===== src/dtpc_pkg.sv =====
`timescale 1ns / 1ps
`default_nettype none

package dtpc_pkg;

  // Width of the tick counters. They wrap at this width.
  localparam int COUNT_BITS = 16;
  localparam int CMP_W = ((COUNT_BITS > 16) ? COUNT_BITS : 16) + 1;

  typedef logic [COUNT_BITS-1:0] cnt_t;
  typedef logic [15:0] len_t;
  typedef logic [7:0] time_t;
  typedef logic [2:0] phase_t;
  typedef logic [2:0] reg_idx_t;

  // Configuration register indexes.
  localparam reg_idx_t REG_PERIOD    = 3'd0;
  localparam reg_idx_t REG_BLINK     = 3'd1;
  localparam reg_idx_t REG_INIT_TIME = 3'd2;
  localparam reg_idx_t REG_OFF_PULSE = 3'd3;
  localparam reg_idx_t REG_OFF_GAP   = 3'd4;
  localparam reg_idx_t REG_ON_PULSE  = 3'd5;
  localparam reg_idx_t REG_ON_GAP    = 3'd6;

  // Pulse sequence phases.
  localparam phase_t PH_OFF     = 3'd0;
  localparam phase_t PH_OFF_GAP = 3'd1;
  localparam phase_t PH_ON      = 3'd2;
  localparam phase_t PH_ON_GAP  = 3'd3;
  localparam phase_t PH_IDLE    = 3'd4;

  localparam len_t  PERIOD_RESET    = 16'd64000;
  localparam len_t  BLINK_RESET     = 16'd5000;
  localparam time_t INIT_TIME_RESET = 8'd1;
  localparam len_t  OFF_PULSE_RESET = 16'd2000;
  localparam len_t  OFF_GAP_RESET   = 16'd100;
  localparam len_t  ON_PULSE_RESET  = 16'd1000;
  localparam len_t  ON_GAP_RESET    = 16'd540;
  localparam time_t TIME_STEP       = 8'd10;
  localparam time_t TIME_MIN        = 8'd1;

  typedef struct packed {
    len_t            period_ticks;
    len_t            blink_ticks;
    logic [3:0][15:0] pulse_len;
  } cfg_t;

  typedef struct packed {
    logic busy;
    logic pilot_off;
    logic pilot_on;
  } pulse_sts_t;

  function automatic cnt_t cnt_inc(input cnt_t c);
    return cnt_t'(c + cnt_t'(1));
  endfunction

  function automatic logic cnt_eq(input cnt_t c, input len_t v);
    return CMP_W'(c) == CMP_W'(v);
  endfunction

  function automatic logic cnt_ge(input cnt_t c, input len_t v);
    return CMP_W'(c) >= CMP_W'(v);
  endfunction

  // Division by ten for an 8-bit value via reciprocal multiply.
  function automatic time_t div10(input time_t x);
    logic [15:0] p;
    p = 16'(x) * 16'd205;
    return time_t'(p[15:11]);
  endfunction

endpackage

`default_nettype wire


===== src/dtpc_cfg.sv =====
`timescale 1ns / 1ps
`default_nettype none

module dtpc_cfg (
  input  wire logic              clk,
  input  wire logic              rst,
  input  wire logic              cfg_valid,
  output logic                   cfg_ready,
  input  wire dtpc_pkg::reg_idx_t cfg_index,
  input  wire logic [15:0]       cfg_data,
  output dtpc_pkg::cfg_t         cfg,
  output logic                   time_load,
  output dtpc_pkg::time_t        time_value
);
  import dtpc_pkg::*;

  logic wr;

  assign cfg_ready  = 1'b1;
  assign wr         = cfg_valid && cfg_ready;
  // A write of the initial time also reloads the held time.
  assign time_load  = wr && (cfg_index == REG_INIT_TIME);
  assign time_value = cfg_data[7:0];

  always_ff @(posedge clk) begin
    if (rst) begin
      cfg.period_ticks <= PERIOD_RESET;
      cfg.blink_ticks  <= BLINK_RESET;
      cfg.pulse_len[0] <= OFF_PULSE_RESET;
      cfg.pulse_len[1] <= OFF_GAP_RESET;
      cfg.pulse_len[2] <= ON_PULSE_RESET;
      cfg.pulse_len[3] <= ON_GAP_RESET;
    end else if (wr) begin
      unique case (cfg_index)
        REG_PERIOD:    cfg.period_ticks <= cfg_data;
        REG_BLINK:     cfg.blink_ticks  <= cfg_data;
        REG_OFF_PULSE: cfg.pulse_len[0] <= cfg_data;
        REG_OFF_GAP:   cfg.pulse_len[1] <= cfg_data;
        REG_ON_PULSE:  cfg.pulse_len[2] <= cfg_data;
        REG_ON_GAP:    cfg.pulse_len[3] <= cfg_data;
        default: ;
      endcase
    end
  end

endmodule

`default_nettype wire


===== src/dtpc_pulse.sv =====
`timescale 1ns / 1ps
`default_nettype none

module dtpc_pulse (
  input  wire logic             clk,
  input  wire logic             rst,
  input  wire logic             tick,
  input  wire logic             start,
  input  wire dtpc_pkg::cfg_t   cfg,
  output dtpc_pkg::pulse_sts_t  sts
);
  import dtpc_pkg::*;

  phase_t pulse_phase, pulse_phase_next, eff;
  cnt_t   pulse_count, pulse_count_next, cnt_inc_v, cnt_base;
  len_t   cur_len;

  // Skip phases of zero length before this tick's work.
  always_comb begin
    eff = pulse_phase;
    for (int i = 0; i < 4; i++) begin
      if (eff == phase_t'(i) && cfg.pulse_len[i] == '0) begin
        eff = phase_t'(i + 1);
      end
    end
    if (eff > PH_IDLE) begin
      eff = PH_IDLE;
    end
  end

  // A skipped phase leaves the count at zero for the phase that follows.
  assign cnt_base      = (eff == pulse_phase) ? pulse_count : '0;
  assign cur_len       = cfg.pulse_len[eff[1:0]];
  assign cnt_inc_v     = cnt_inc(cnt_base);
  assign sts.busy      = (eff != PH_IDLE);
  assign sts.pilot_off = (eff == PH_OFF);
  assign sts.pilot_on  = (eff == PH_ON);

  always_comb begin
    pulse_phase_next = pulse_phase;
    pulse_count_next = pulse_count;
    if (tick) begin
      if (sts.busy) begin
        if (cnt_ge(cnt_inc_v, cur_len)) begin
          pulse_phase_next = eff + 3'd1;
          pulse_count_next = '0;
        end else begin
          pulse_phase_next = eff;
          pulse_count_next = cnt_inc_v;
        end
      end else begin
        pulse_phase_next = start ? PH_OFF : PH_IDLE;
        pulse_count_next = '0;
      end
    end
  end

  always_ff @(posedge clk) begin
    if (rst) begin
      pulse_phase <= PH_OFF;
      pulse_count <= '0;
    end else begin
      pulse_phase <= pulse_phase_next;
      pulse_count <= pulse_count_next;
    end
  end

endmodule

`default_nettype wire


===== src/dtpc_led.sv =====
`timescale 1ns / 1ps
`default_nettype none

module dtpc_led (
  input  wire logic            clk,
  input  wire logic            rst,
  input  wire logic            step,
  input  wire dtpc_pkg::time_t held_time,
  input  wire dtpc_pkg::cfg_t  cfg,
  output logic                 led_next
);
  import dtpc_pkg::*;

  logic  blink_running, blink_running_next;
  logic  blink_lit_phase, blink_lit_phase_next;
  time_t blink_index, blink_index_next;
  cnt_t  wait_or_lit_count, wait_or_lit_count_next;
  cnt_t  dark_count, dark_count_next;
  logic  led_register;
  time_t limit;

  // Number of blinks minus one: the tens digit of the held time minus one (zero for a held time of zero).
  assign limit = (held_time == '0) ? '0 : div10(held_time - 8'd1);

  always_comb begin
    blink_running_next     = blink_running;
    blink_lit_phase_next   = blink_lit_phase;
    blink_index_next       = blink_index;
    wait_or_lit_count_next = wait_or_lit_count;
    dark_count_next        = dark_count;
    led_next               = led_register;
    if (step) begin
      if (blink_running) begin
        if (blink_index <= limit) begin
          if (blink_lit_phase) begin
            led_next               = 1'b1;
            wait_or_lit_count_next = cnt_inc(wait_or_lit_count);
            if (cnt_eq(wait_or_lit_count_next, cfg.blink_ticks)) begin
              wait_or_lit_count_next = '0;
              blink_lit_phase_next   = 1'b0;
            end
          end else begin
            led_next        = 1'b0;
            dark_count_next = cnt_inc(dark_count);
            if (cnt_eq(dark_count_next, cfg.blink_ticks)) begin
              dark_count_next      = '0;
              blink_lit_phase_next = 1'b1;
              blink_index_next     = blink_index + 8'd1;
            end
          end
        end else begin
          blink_running_next     = 1'b0;
          blink_index_next       = '0;
          wait_or_lit_count_next = '0;
          dark_count_next        = '0;
        end
      end else begin
        led_next               = 1'b0;
        wait_or_lit_count_next = cnt_inc(wait_or_lit_count);
        if (cnt_eq(wait_or_lit_count_next, cfg.period_ticks)) begin
          blink_running_next     = 1'b1;
          wait_or_lit_count_next = '0;
        end
      end
    end
  end

  always_ff @(posedge clk) begin
    if (rst) begin
      blink_running     <= 1'b0;
      blink_lit_phase   <= 1'b0;
      blink_index       <= '0;
      wait_or_lit_count <= '0;
      dark_count        <= '0;
      led_register      <= 1'b1;
    end else begin
      blink_running     <= blink_running_next;
      blink_lit_phase   <= blink_lit_phase_next;
      blink_index       <= blink_index_next;
      wait_or_lit_count <= wait_or_lit_count_next;
      dark_count        <= dark_count_next;
      led_register      <= led_next;
    end
  end

endmodule

`default_nettype wire


===== src/door_timed_power_cycler.sv =====
// Door timed power cycler.
// Input channel (in_valid/in_stall) carries one main-loop tick per transaction:
// door_pin, barman_pin and button_pin, all active low. Output channel
// (out_valid/out_stall) returns exactly one result per tick: LED level, pilot
// off/on levels, countdown and sequence flags, and the save request with the
// held time.
// Each tick is processed by the state logic and lands in the output register;
// its result is valid from the cycle after it is accepted. A tick can be
// accepted every cycle unless the receiver stalls: in_stall rises only while
// a result sits in the output register and the receiver stalls; the next tick
// is taken in the same cycle the waiting result leaves.
// The configuration channel (cfg_valid/cfg_ready, cfg_index, cfg_data) is
// always ready; writing the initial time also reloads the held time.
// After reset the registers hold their default lengths and the pilot pulse
// sequence starts at once with the off pulse; ticks during the sequence
// ignore the pins.
`timescale 1ns / 1ps
`default_nettype none

module door_timed_power_cycler (
  input  wire logic              clk,
  input  wire logic              rst,
  input  wire logic              in_valid,
  output logic                   in_stall,
  input  wire logic              door_pin,
  input  wire logic              barman_pin,
  input  wire logic              button_pin,
  output logic                   out_valid,
  input  wire logic              out_stall,
  output logic                   led_level,
  output logic                   pilot_off,
  output logic                   pilot_on,
  output logic                   countdown_active,
  output logic                   sequence_busy,
  output logic                   save_strobe,
  output logic [7:0]             save_value,
  input  wire logic              cfg_valid,
  output logic                   cfg_ready,
  input  wire dtpc_pkg::reg_idx_t cfg_index,
  input  wire logic [15:0]       cfg_data
);
  import dtpc_pkg::*;

  cfg_t       cfg;
  logic       time_load;
  time_t      time_value;
  pulse_sts_t psts;
  logic       accept, step, led_next;

  logic  door_armed, door_armed_next;
  logic  door_open, door_open_next;
  logic  barman_seen, barman_seen_next;
  logic  button_held, button_held_next;
  time_t held_time, held_time_next;
  cnt_t  period_count, period_count_next;
  time_t period_tally, period_tally_next;
  logic  save, start;

  assign in_stall = out_valid && out_stall;
  assign accept   = in_valid && !in_stall;
  assign step     = accept && !psts.busy;

  dtpc_cfg u_cfg (
    .clk        (clk),
    .rst        (rst),
    .cfg_valid  (cfg_valid),
    .cfg_ready  (cfg_ready),
    .cfg_index  (cfg_index),
    .cfg_data   (cfg_data),
    .cfg        (cfg),
    .time_load  (time_load),
    .time_value (time_value)
  );

  dtpc_pulse u_pulse (
    .clk   (clk),
    .rst   (rst),
    .tick  (accept),
    .start (start),
    .cfg   (cfg),
    .sts   (psts)
  );

  dtpc_led u_led (
    .clk       (clk),
    .rst       (rst),
    .step      (step),
    .held_time (held_time),
    .cfg       (cfg),
    .led_next  (led_next)
  );

  always_comb begin
    door_armed_next   = door_armed;
    door_open_next    = door_open;
    barman_seen_next  = barman_seen;
    button_held_next  = button_held;
    held_time_next    = held_time;
    period_count_next = period_count;
    period_tally_next = period_tally;
    save              = 1'b0;
    start             = 1'b0;
    if (step) begin
      if (!door_pin && !door_open) begin
        door_armed_next = 1'b1;
        door_open_next  = 1'b1;
      end
      if (door_pin && door_open) begin
        door_open_next = 1'b0;
      end
      // The barman coming back cancels the countdown once the door is shut.
      if (!barman_pin && barman_seen && !door_open_next) begin
        door_armed_next  = 1'b0;
        barman_seen_next = 1'b0;
      end
      if (barman_pin && !barman_seen) begin
        barman_seen_next = 1'b1;
      end
      if (!button_pin && !button_held) begin
        button_held_next = 1'b1;
        if (barman_pin) begin
          held_time_next = held_time + TIME_STEP;
        end else begin
          held_time_next = TIME_MIN;
          save           = 1'b1;
        end
      end
      if (button_pin && button_held) begin
        button_held_next = 1'b0;
        save             = 1'b1;
      end
      if (door_armed_next) begin
        period_count_next = cnt_inc(period_count);
        if (cnt_eq(period_count_next, cfg.period_ticks)) begin
          period_count_next = '0;
          period_tally_next = period_tally + 8'd1;
          if (period_tally_next >= held_time_next) begin
            period_tally_next = '0;
            door_armed_next   = 1'b0;
            start             = 1'b1;
          end
        end
      end
    end
  end

  always_ff @(posedge clk) begin
    if (rst) begin
      door_armed   <= 1'b0;
      door_open    <= 1'b0;
      barman_seen  <= 1'b0;
      button_held  <= 1'b0;
      held_time    <= INIT_TIME_RESET;
      period_count <= '0;
      period_tally <= '0;
    end else begin
      door_armed   <= door_armed_next;
      door_open    <= door_open_next;
      barman_seen  <= barman_seen_next;
      button_held  <= button_held_next;
      held_time    <= time_load ? time_value : held_time_next;
      period_count <= period_count_next;
      period_tally <= period_tally_next;
    end
  end

  // Result register.
  always_ff @(posedge clk) begin
    if (rst) begin
      out_valid <= 1'b0;
    end else if (accept) begin
      out_valid <= 1'b1;
    end else if (!out_stall) begin
      out_valid <= 1'b0;
    end
  end

  always_ff @(posedge clk) begin
    if (accept) begin
      led_level        <= led_next;
      pilot_off        <= psts.pilot_off;
      pilot_on         <= psts.pilot_on;
      countdown_active <= door_armed_next;
      sequence_busy    <= psts.busy;
      save_strobe      <= save;
      save_value       <= held_time_next;
    end
  end

  a_pilot_exclusive: assert property (@(posedge clk) disable iff (rst)
    out_valid |-> !(pilot_off && pilot_on))
    else $error("pilot off and on driven together");

  a_pilot_only_busy: assert property (@(posedge clk) disable iff (rst)
    (out_valid && !sequence_busy) |-> (!pilot_off && !pilot_on))
    else $error("pilot pulse outside the sequence");

  a_busy_no_save: assert property (@(posedge clk) disable iff (rst)
    (out_valid && sequence_busy) |-> !save_strobe)
    else $error("save requested during the pulse sequence");

  a_accept_gives_result: assert property (@(posedge clk) disable iff (rst)
    (in_valid && !in_stall) |=> out_valid)
    else $error("accepted tick produced no result");

endmodule

`default_nettype wire

===== config.mk =====
export PLATFORM = sky130hd
export DESIGN_NAME = door_timed_power_cycler
export DESIGN_NICKNAME = d
export VERILOG_FILES = /design/src/dtpc_pkg.sv /design/src/dtpc_cfg.sv /design/src/dtpc_pulse.sv /design/src/dtpc_led.sv /design/src/door_timed_power_cycler.sv
export SDC_FILE = /design/constraint.sdc
export NUM_CORES = 1
export LEC_CHECK = 0
export BUFFER_PORTS_ARGS = -buffer_cell sky130_fd_sc_hd__buf_2
export CAP_MARGIN = 20
export CORE_ASPECT_RATIO = 1.75
export CORE_MARGIN = 1
export CORE_UTILIZATION = 60
export CTS_CLUSTER_DIAMETER = 40
export DETAILED_ROUTE_END_ITERATION = 8
export HOLD_SLACK_MARGIN = 0.08
export MAX_ROUTING_LAYER = met4
export PLACE_DENSITY = 0.81
export SETUP_SLACK_MARGIN = 0.4
export SYNTH_ARGS = -nofsm -noshare
export SYNTH_HDL_FRONTEND = slang
export SYNTH_SLANG_ARGS = --single-unit

===== constraint.sdc =====
create_clock -name clk -period 7.4 [get_ports clk]
set_input_delay 0.37 -clock clk [delete_from_list [all_inputs] [get_ports clk]]
set_output_delay 0.37 -clock clk [all_outputs]
set_load 0.01 [all_outputs]

==> results of run 1 <==
[stage by stage]
step	hold slack [ns]	setup WS [ns]	power [uW]	util, %	cell area [um2]
2_1_floorplan	0.439	0.823	1400	-	13500
5_1_grt	0.125	0.392	2780	66.6	14700
3_5_place_dp	0.463	0.468	1500	62.5	13800
4_1_cts	0.106	0.481	2690	66.2	14600
6_report	0.129	0.816	2690	66.6	14700
3_3_place_gp	0.455	0.722	1490	62.5	13800
[flip-flops by register name, summed over array words and instances (netlist names), 3 cells and up]
| register | flops |
|---|---|
| u_led.wait_or_lit_count | 16 |
| save_value | 8 |
| period_count | 16 |
| u_cfg.cfg | 96 |
| u_pulse.pulse_count | 16 |
| u_pulse.pulse_phase | 3 |
| period_tally | 8 |
| u_led.dark_count | 16 |
| held_time | 8 |
| u_led.blink_index | 8 |
[layer usage]
layer	vias up	GRT usage [%]	part of all wire, %
li1	5962	-	-
met4	0	30.0	9.5
met1	6028	35.6	34
met3	240	4.54	6.2
met2	582	60.9	50
met5	-	-	0
[worst min-delay path by stage]
stage	start	end	slack (ns)	depth (start not counted)
after detailed placement	u_cfg.cfg[45]	u_cfg.cfg[45]	0.46	2
after CTS	rst	period_tally[7]	0.11	2
after global placement	u_cfg.cfg[45]	u_cfg.cfg[45]	0.45	2
after floorplan	u_led.blink_index[5]	u_led.blink_index[5]	0.44	2
final	rst	period_tally[7]	0.13	2
after global routing	rst	period_tally[6]	0.13	2
[power groups by stage]
stage	Sequential [uW]	Combinational (uW)	Clock, uW
2_1_floorplan	1200	200	0
3_3_place_gp	1210	278	0
3_5_place_dp	1210	287	0
4_1_cts	1190	289	1220
5_1_grt	1190	328	1260
6_report	1190	298	1210
[critical path, stage by stage, from the launching register on]
cell and delay (ns):
dfxtp_1 0.34, inv_1 0.15, ha_2 0.26, nor3b_2 0.24, nor3b_4 0.29, xor2_2 0.24, ha_1 0.30, fa_1 0.50
inv_1 0.06, fa_1 0.53, inv_1 0.06, fa_1 0.44, ha_1 0.33, nand4_1 0.10, o21a_1 0.16, o211ai_1 0.14
a21oi_1 0.21, xnor2_1 0.14, nand2_1 0.07, ha_1 0.30, nand4_1 0.11, mux2i_1 0.14, a21oi_1 0.07, or4_1 0.51
o2111ai_1 0.23, buf_4 0.24, o21ai_2 0.21, a21oi_1 0.17
[layout make-up]
type | instances | area (um2)
timing repair buffer | 61 | 364
tap | 296 | 370
multi-input combinational | 1316 | 8590
inverter | 65 | 244
clock inverter | 15 | 151
sequential | 209 | 4320
clock buffer | 29 | 661
fill | 1848 | 7370
[layout by cell type, fill, tap and decap left out, types with 26 or more instances in the layout]
cell type / Yosys / layout
nand2_1: 292 / 292
a21oi_1: 116 / 116
nand3_1: 100 / 100
xnor2_1: 69 / 68
o21ai_0: 63 / 63
dfxtp_1: 195 / 195
ha_1: 85 / 84
nor2_1: 106 / 106
xor2_1: 53 / 51
nand4_1: 26 / 26
and3_1: 26 / 26
inv_1: 60 / 60
buf_2: 19 / 41
[what timing repair did]
item / CTS / global route
setup endpoints to repair: 0 / 42
endpoints found under the hold margin: 1 / 0
gates resized for setup: 0 / 12
hold buffers: 1 / 0
[logic make-up after synthesis]
| group | share of synthesized area (%) |
|---|---|
| xor gates and xnor gates | 8.75 |
| adders and majority gates | 9.51 |
| other | 0.0278 |
| DFF | 32.0 |
| buffers and inverters | 4.77 |
| muxes | 1.42 |
| AOI/OAI and AO/OA | 17.2 |
| and+or+nand+nor | 26.3 |
==> key figures, run 1 <==
Worst setup path
  – RR Endpoint: u_led.dark_count[10]
  – Reg-to-Reg Start: held_time[1]
  – Crit path launch type: flop
  – Data arrival, critical path: 7.06 ns
  – CP Max Fanout: 16
  – Required time of the critical path: roughly 7.9 ns
  – Worst setup path start: held_time[1]
  – Crit Path Category: flop to flop
  – Worst setup path end: u_led.dark_count[10]
  – Worst Reg-to-Reg Cells: 27
  – CP Capture Type: flop
  – R2R Setup Slk: 0.82 ns

Yosys
  – Top post-synthesis cells by count: 292 x nand2_1, 195 x dfxtp_1, 116 x a21oi_1
  – Synth top area share: 28.9%
  – Syn_area_per_cell: 8.02 um2
  – Sequential-to-total area share from yosys stat: 32.0%
  – Synth Net Count: 1,806
  – Distinct cells, synth: 87
  – Area leader, netlist: dfxtp_1
  – Most common cell in the netlist: nand2_1
  – Ys async rst share: 0%
  – Most area-consuming cells after synthesis: dfxtp_1 29%, nand2_1 8.1%, ha_1 7.9%
  – Synthesis warning total: 0
  – Most used DFF post-synth: dfxtp_1
  – EDFF count, synth: 14
  – Syn Inst Count: roughly 1,700
  – Post-Syn Area: around 13,000 um2
  – #FFs+latches synth: 209

Clocking
  – Worst-Skew Late Latency: 0.54 ns
  – Total CTS buffers: 25
  – Longest Clk Path Bufs: 3
  – Postcts setup bufs: 0
  – Clock Pin Slew Worst Setup and Hold Paths: approximately 0.070 ns
  – Root cell of the clock tree: clkbuf_16
  – Clock sinks: 209
  – CTS H-tree depth: 1
  – TritonCTS clock tree: yes

Power and ir drop
  – Pint: 1930 uW
  – Peak supply drop: slightly above 0.2 mV
  – Pleak: ~0.0058 uW
  – Clk pwr share: between 40% and 50%
  – Part of the power in registers: 44.1%
  – Switching Share: 28.2%
  – Combinational power share: 11.1%
  – Pwr dens: about 180 nW/um2
  – Switch Pwr: 760 uW

Status
  – Status: finished, final reports clean

Detailed routing
  – Via count: around 13,000
  – Pre-antenna DRT Iters: 5
  – Via/cell ratio: 6.43
  – Antenna Nets Post-Route: 0
  – Final wirelength: about 40,000 um
  – Initial DRC Count: between 1,000 and 1,500
  – WL per Instance: 20.0 um
  – DR DRC count: 0

STA
  – Crit path time final: 6.58 ns
  – Setup TNS Final: 0 ns
  – Max-slew headroom: 22.3%
  – Max Slew Vio Count: 0
  – RSZ-0062 raised after global routing: no
  – Setup-failing EPs final: 0
  – Final Hold Violating Endpoints: 0
  – Final Cycle Share: about nine tenths
  – Max Fclk: 152 MHz
  – Slew at the pin with the worst max-slew slack: around 1.2 ns
  – Clock skew: between 0.02 and 0.03 ns

Hold path
  – Worst Hold Class: input pin to flop

Layout
  – Antenna diodes: 0
  – Syn-to-layout area delta: 8.95%
  – Share of cells above drive strength 1: just over 8%
  – Finished Layout Cells: 1,991
  – Final net count: 1,801

Global routing
  – Vias in the first global route: roughly 13,000
  – Total GRT Usage: between 30% and 40%
  – First-pass GRT wire length: 62,900 um
  – Grt total ovfl: 0
  – Initial antenna violation count: 0
  – Pin count of the biggest net entering global routing: 73

Place
  – HPWL Detailed: 29,100 um
  – Placer congestion estimate: 1.04
  – Placed insts: 1,942
  – I/O Buffers: 42

Die
  – Height of the die: 200 um
  – DIE WIDTH: ~120 um
  – Core area: 22,100 um2
  – Initial core utilization: about three fifths
  – Row cnt: 72
  – DIE AREA: 23,100 um2
  – I/O Pins: 44

Run
  – Max-cap viol count: 0
No activity file was read; power rests on OpenSTA's default activity.
==> run 2, diff against run 1 <==
- ABC_AREA: default -> 1
==> run 2 against run 1 <==
  * Register-to-register slack better by 0.05 ns
  * First-iteration DRC count fell by 38%
  * Sequential cell count stayed put
  * Via count about the same
  * Setup slack improved by 0.050 ns
  * Sequential share of layout area is 0.11 points lower
  * Total power up 2.1%
  * Routed wire length shrank 7.0%
  * Critical path depth is 7 higher
  * Final cell count grew 13%
  * Sequential power is essentially flat
  * Cell area is 0.39% higher
==> key figures, run 2 <==
Layout
  – Share of cells above drive strength 1: 9.67% (+1.5 points)
  – Final net count: 2,060 (+14%)
  – Commonest non-fill, non-tap cells in the layout: 429 x nand2_1, 259 x nor2_1, 207 x inv_1
  – Largest register FFs: 96 (unchanged)
  – Commonest non-fill, non-tap cell in the layout: nand2_1
  – Fillers: 1,977 (+7.0%)
  – Most flops, register: u_cfg.cfg
  – Area of the multi-input gates: 8040 um2 (-6.4%)
  – Antenna diodes: 0 (unchanged)
  – Post-route cell area: 14,800 um2 (+0.39%)
  – Syn-to-layout area delta: 10.0%
  – Reg area: 4320 um2 (unchanged)
  – Final Util: 67.2% (+0.53 points)

Die
  – I/O Pins: 44 (unchanged)
  – Initial core utilization: 61.0% (-0.10 points)
  – Row cnt: 72 (unchanged)
  – DIE WIDTH: 115 um (-0.28%)
  – Core area: 22,000 um2 (-0.41%)
  – DIE AREA: 23,000 um2 (-0.57%)
  – Height of the die: 200 um (-0.28%)

Yosys
  – Synthesis warning total: 0 (unchanged)
  – Synth Net Count: 2,036 (+13%)
  – Syn_area_per_cell: 7.01 um2 (-13%)
  – Post-Syn Area: 13,400 um2 (-0.57%)
  – Most used DFF post-synth: dfxtp_1
  – EDFF count, synth: 14 (unchanged)
  – Ys async rst share: 0% (unchanged)
  – Sequential-to-total area share from yosys stat: 32.2% (+0.19 points)
  – Distinct cells, synth: 66 (-24%)
  – #FFs+latches synth: 209 (unchanged)
  – Synth top area share: 29.1% (+0.17 points)
  – Area leader, netlist: dfxtp_1
  – Syn Inst Count: 1,913 (+14%)
  – Top post-synthesis cells by count: 431 x nand2_1, 259 x nor2_1, 211 x inv_1
  – Most common cell in the netlist: nand2_1
  – Most area-consuming cells after synthesis: dfxtp_1 29%, nand2_1 12%, ha_1 7.9%

Worst setup path
  – CP max-delay cell: fa_1
  – Top delay family on crit path: adder cells
  – Most frequent CP cell: nand2_1
  – Buf/Inv on CP: 6 (+2)
  – CP Max Fanout: 16 (unchanged)
  – Slowest stage delay, CP: 0.52 ns (about the same)
  – Data arrival, critical path: 6.92 ns (-0.14 ns)
  – Required time of the critical path: 7.78 ns (-0.09 ns)
  – Crit path launch type: flop
  – Crit Path Category: flop to flop
  – CP Capture Type: flop

Global routing
  – Vias in the first global route: 12,400 (-1.4%)
  – Pin count of the biggest net entering global routing: 115 (+58%)
  – Total GRT Usage: 33.5% (-2.4 points)
  – Initial antenna violation count: 0 (unchanged)
  – Grt total ovfl: 0 (unchanged)
  – First-pass GRT wire length: 58,700 um (-6.6%)

Power and ir drop
  – Pleak: 0.00656 uW (+13%)
  – Pwr dens: 186 nW/um2 (+1.7%)
  – Pint: 2010 uW (+4.2%)
  – Switch Pwr: 736 uW (-3.1%)
  – Part of the power in registers: 43.0% (-1.1 points)
  – Combinational power share: 11.9% (+0.8 points)
  – Clk pwr share: 45.1% (+0.3 points)
  – Peak supply drop: 0.208 mV (+0.58%)
  – Power, Total: 2750 uW (+2.1%)
  – Switching Share: 26.8% (-1.4 points)

Clocking
  – TritonCTS clock tree: yes
  – Worst-Skew Late Latency: 0.54 ns (about the same)
  – Clock Pin Slew Worst Setup and Hold Paths: 0.07 ns (about the same)
  – Longest Clk Path Bufs: 3 (unchanged)
  – Clock sinks: 209 (unchanged)
  – Total CTS buffers: 23 (-8.0%)
  – Cts hold-fix bufs: 0 (-1)
  – Root cell of the clock tree: clkbuf_16
  – CTS H-tree depth: 1 (unchanged)

Detailed routing
  – Via count: 12,800 (-0.078%)
  – Final wirelength: 37,100 um (-7.0%)
  – WL per Instance: 16.5 um (-18%)
  – Via/cell ratio: 5.69 (-12%)
  – Pre-antenna DRT Iters: 5 (unchanged)
  – Initial DRC Count: 646 (-38%)
  – Antenna Nets Post-Route: 0 (unchanged)
  – DR DRC count: 0 (unchanged)

Place
  – Place WS: 0.465 ns (-0.00260 ns)
  – Post-DP Area: 13,800 um2 (about the same)
  – HPWL Detailed: 26,700 um (-8.1%)
  – I/O Buffers: 42 (unchanged)
  – Placer congestion estimate: 0.959 (-7.6%)

Hold path
  – Worst Hold Class: input pin to flop

STA
  – Slew at the pin with the worst max-slew slack: 1.11 ns (-0.0460 ns)
  – Final Hold Violating Endpoints: 0 (unchanged)
  – Setup-failing EPs final: 0 (unchanged)
  – Crit path time final: 6.53 ns (-0.0501 ns)
  – Final worst slack: 0.866 ns (+0.0501 ns)
  – Max Fclk: 153 MHz (+0.77%)
  – Final Cycle Share: 88.3% (-0.68 points)
  – Setup TNS Final: 0 ns (unchanged)
  – RSZ-0062 raised after global routing: no
  – Max-slew headroom: 26.1% (+3.8 points)
  – Clock skew: 0.0245 ns (-0.00456 ns)
  – Max Slew Vio Count: 0 (unchanged)

Status
  – Status: finished, final reports clean

Run
  – Max-cap viol count: 0 (unchanged)
==> run 2: changes by cell type in the layout (fill, tap and decap cells not counted), sizes merged, moves of 15 or more <==
cell | before | now
nor4 | 26 | 9
and3 | 26 | 0
mux2i | 18 | 0
o21ai | 67 | 120
nand2 | 292 | 444
xnor2 | 69 | 18
nor2 | 109 | 284
nand2b | 22 | 0
inv | 71 | 229
a21o | 17 | 2
nor2b | 19 | 0
a22o | 15 | 0
==> run 2: repair_timing <==
item                                    CTS  global route
resized for setup                         0            18
endpoints found under the hold margin     0             0
endpoints found under the setup margin    0            44
setup buffers                             0             4
==> run 2: path summary, 6_finish.rpt <==
| kind | from | end | slack, ns | cells after the start |
|---|---|---|---|---|
| worst min-delay path | door_pin | door_open | 0.1 | 2 |
| worst min register to register | u_led.blink_index[6] | u_led.blink_index[6] | 0.47 | 2 |
| worst max register to register | held_time[0] | u_led.wait_or_lit_count[2] | 0.87 | 34 |
| worst max-delay path | held_time[0] | u_led.wait_or_lit_count[2] | 0.87 | 34 |
==> run 2: cell type report <==
| class | count | area share (%) |
|---|---|---|
| clock buffers | 33 | 4.70 |
| clock inverters | 9 | 0.898 |
| inverters | 227 | 5.77 |
| multi-input cells | 1419 | 54.4 |
| flip-flops and latches | 209 | 29.3 |
| well taps | 296 | 2.51 |
| repair buffers | 57 | 2.39 |
==> run 2: logic make-up after synthesis <==
| group | Yosys count | share of synthesized area (%) |
|---|---|---|
| simple gates | 931 | 31.2 |
| compound gates | 312 | 13.2 |
| buf+inv | 286 | 8.43 |
| flops | 209 | 32.2 |
| fa+ha+maj | 96 | 9.57 |
| xor+xnor | 78 | 5.30 |
| other cells | 1 | 0.0279 |
==> run 2: stage by stage <==
step	hold WS [ns]	instances
2_1_floorplan	0.424	1913
3_3_place_gp	0.434	2201
3_5_place_dp	0.451	2201
4_1_cts	0.0830	2243
5_1_grt	0.0985	2250
6_report	0.0979	2250
==> run 2: metal layers <==
metal / global-route usage (%) / up-vias / routed length (um)
li1: - / 6280 / -
met1: 31.9 / 5852 / 13000
met2: 61.2 / 477 / 19100
met3: 3.35 / 193 / 1950
met4: 25.6 / 0 / 3030
met5: - / - / 0
==> run 2: power groups by stage <==
stage                     combinational (uW)  sequential (uW)  clock [uW]
final                                    326             1180        1240
after global routing                     367             1180        1290
after CTS                                310             1180        1250
after detailed placement                 308             1210           0
after global placement                   295             1210           0
after floorplan                          216             1200           0
==> run 2: worst reg2reg max path: cells and delay by family (launching register included) <==
family,cells,cell delay (ns)
AO/OA/AOI/OAI,7,1.22
XOR/XNOR,1,0.21
adder cells (fa/ha/maj),7,2.57
buffers and inverters,6,0.58
flip-flops,1,0.34
AND/OR/NAND/NOR,13,1.47
==> run 3, diff against run 2 <==
- CORE_ASPECT_RATIO: 1.75 -> default
- CORE_UTILIZATION: 60 -> 56
- PLACE_DENSITY: 0.81 -> 0.77
==> run 3 against run 2 <==
  * Global-route usage is 3.4 points lower
  * Clock power is 40% higher
  * Critical endpoint is now u_led.wait_or_lit_count[10]
  * Hold slack better by 0.050 ns
  * Register-to-register slack better by 0.09 ns
==> key figures, run 3 (synthesis results as in run 2) <==
Worst setup path
  – CP Max Fanout: 32 (+16)
  – Crit path launch type: flop
  – CP max-delay cell: fa_1
  – Crit Path Category: flop to flop
  – CP Capture Type: flop
  – Slowest stage delay, CP: 0.52 ns (about the same)
  – Most frequent CP cell: nand2_1
  – Required time of the critical path: 7.74 ns (-0.04 ns)
  – Data arrival, critical path: 6.78 ns (-0.14 ns)

Clocking
  – Root cell of the clock tree: clkbuf_16
  – Clock Pin Slew Worst Setup and Hold Paths: 0.05 ns (-0.02 ns)
  – Total CTS buffers: 35 (+52%)
  – TritonCTS clock tree: yes
  – Worst-Skew Late Latency: 0.52 ns (-0.02 ns)
  – Clock sinks: 209 (unchanged)
  – CTS H-tree depth: 2 (+1)
  – Longest Clk Path Bufs: 3 (unchanged)

Detailed routing
  – DR DRC count: 0 (unchanged)
  – Pre-antenna DRT Iters: 5 (unchanged)
  – Final wirelength: 35,600 um (-4.0%)
  – WL per Instance: 15.5 um (-5.8%)
  – Antenna Nets Post-Route: 0 (unchanged)
  – Via/cell ratio: 5.53 (-2.8%)
  – Via count: 12,700 (-0.90%)
  – Initial DRC Count: 1,103 (+71%)

Power and ir drop
  – Pwr dens: 213 nW/um2 (+14%)
  – Pint: 2400 uW (+19%)
  – Switch Pwr: 829 uW (+13%)
  – Switching Share: 25.7% (-1.1 points)
  – Part of the power in registers: 36.6% (-6.4 points)
  – Pleak: 0.00676 uW (+3.0%)
  – Combinational power share: 9.6% (-2.3 points)
  – Power, Total: 3230 uW (+18%)
  – Clk pwr share: 53.8% (+8.7 points)
  – Peak supply drop: 0.188 mV (-10%)

Layout
  – Largest register FFs: 96 (unchanged)
  – Commonest non-fill, non-tap cell in the layout: nand2_1
  – Syn-to-layout area delta: 13.2%
  – Commonest non-fill, non-tap cells in the layout: 431 x nand2_1, 259 x nor2_1, 208 x inv_1
  – Final Util: 64.7% (-2.4 points)
  – Antenna diodes: 0 (unchanged)
  – Most flops, register: u_cfg.cfg
  – Post-route cell area: 15,200 um2 (+2.9%)
  – Final net count: 2,072 (+0.58%)
  – Share of cells above drive strength 1: 10.3% (+0.65 points)

Global routing
  – Layer with the highest usage: met2
  – Grt met2 use: 48.1% (-13 points)
  – Grt total ovfl: 0 (unchanged)
  – Met3 Use GR: 4.76% (+1.4 points)
  – Total GRT Usage: 30.1% (-3.4 points)
  – First-pass GRT wire length: 57,700 um (-1.8%)
  – Initial antenna violation count: 0 (unchanged)
  – Met1 Use GR: 38.7% (+6.8 points)
  – Pin count of the biggest net entering global routing: 113 (-1.7%)
  – Vias in the first global route: 11,600 (-6.4%)

STA
  – Setup-failing EPs final: 0 (unchanged)
  – Max-slew headroom: 29.9% (+3.8 points)
  – Crit path time final: 6.44 ns (-0.0926 ns)
  – Setup TNS Final: 0 ns (unchanged)
  – Max Fclk: 155 MHz (+1.4%)
  – Slew at the pin with the worst max-slew slack: 1.05 ns (-0.0565 ns)
  – RSZ-0062 raised after global routing: no
  – Final worst slack: 0.959 ns (+0.0926 ns)
  – Final Hold Violating Endpoints: 0 (unchanged)
  – Max Slew Vio Count: 0 (unchanged)
  – Final Cycle Share: 87.0% (-1.3 points)
  – Clock skew: 0.0302 ns (+0.00568 ns)

Place
  – I/O Buffers: 42 (unchanged)
  – HPWL Detailed: 25,600 um (-4.1%)
  – Post-DP Area: 13,800 um2 (+0.26%)
  – Place WS: 0.687 ns (+0.222 ns)
  – Placer congestion estimate: 0.919 (-4.1%)

Die
  – Core area: 23,500 um2 (+6.8%)
  – Height of the die: 157 um (-22%)
  – I/O Pins: 44 (unchanged)
  – DIE AREA: 24,600 um2 (+6.9%)
  – Initial core utilization: 57.2% (-3.9 points)
  – Row cnt: 56 (-22%)
  – DIE WIDTH: 157 um (+36%)

Status
  – Status: finished, final reports clean

Run
  – Max-cap viol count: 0 (unchanged)

Hold path
  – Worst Hold Class: input pin to flop
==> run 3: cell count changes in the layout (fill, tap and decap cells not counted), moves of 2 or more <==
cell | previous run | this run
nand2_1 | 429 | 431
clkinvlp_4 | 0 | 3
inv_8 | 3 | 1
clkinv_4 | 1 | 6
clkbuf_8 | 8 | 2
clkinv_2 | 1 | 3
inv_6 | 1 | 4
clkbuf_16 | 24 | 37
inv_2 | 18 | 16
bufinv_16 | 2 | 5
==> run 3: layout make-up <==
| type | count | area, um2 |
|---|---|---|
| fillers | 2071 | 8280 |
| multi-input cells | 1418 | 7990 |
| flip-flops and latches | 209 | 4320 |
| clock buffers | 41 | 961 |
| inverters | 227 | 855 |
| well taps | 319 | 399 |
| repair buffers | 58 | 362 |
| clock inverters | 23 | 307 |
==> run 3: timing repair <==
item / 4_1_cts / 5_1_grt
gates resized for setup: 0 / 11
endpoints found under the hold margin: 1 / 0
setup buffers: 0 / 3
endpoints found under the setup margin: 0 / 42
hold buffers: 1 / 0
==> run 3: power groups by stage <==
| stage | logic [uW] | registers (uW) | clock network [uW] |
|---|---|---|---|
| 3_5_place_dp | 300 | 1210 | 0 |
| 4_1_cts | 305 | 1180 | 1750 |
| 3_3_place_gp | 292 | 1210 | 0 |
| 5_1_grt | 354 | 1190 | 1800 |
| 2_1_floorplan | 216 | 1200 | 0 |
| 6_report | 309 | 1180 | 1740 |
==> run 3: path summary, 6_finish.rpt <==
kind,start,to,slack [ns],cells after the start
worst max-delay path,held_time[2],u_led.wait_or_lit_count[10],0.96,33
worst min-delay path,in_valid,out_valid,0.15,3
worst max register to register,held_time[2],u_led.wait_or_lit_count[10],0.96,33
worst min register to register,u_led.blink_index[6],u_led.blink_index[6],0.46,2
==> run 3: routing by layer <==
layer  wire length [um]  share of wire, %
met4                822               2.3
met1              15600                44
met5                  0                 0
met2              16600                47
met3               2610               7.3
==> run 3: through the flow <==
step	hold slack [ns]	std cells
floorplan	0.424	1913
global placement	0.437	2225
detailed placement	0.447	2225
CTS	0.129	2290
global route	0.165	2295
finish	0.148	2295
==> run 3: worst max-delay path, delay by kind of cell (launching register included) <==
family,cells,cell delay (ns)
XOR/XNOR,1,0.33
AO/OA/AOI/OAI,7,1.14
AND/OR/NAND/NOR,13,1.35
buffers and inverters,5,0.47
flip-flops,1,0.40
adder cells (fa/ha/maj),7,2.56
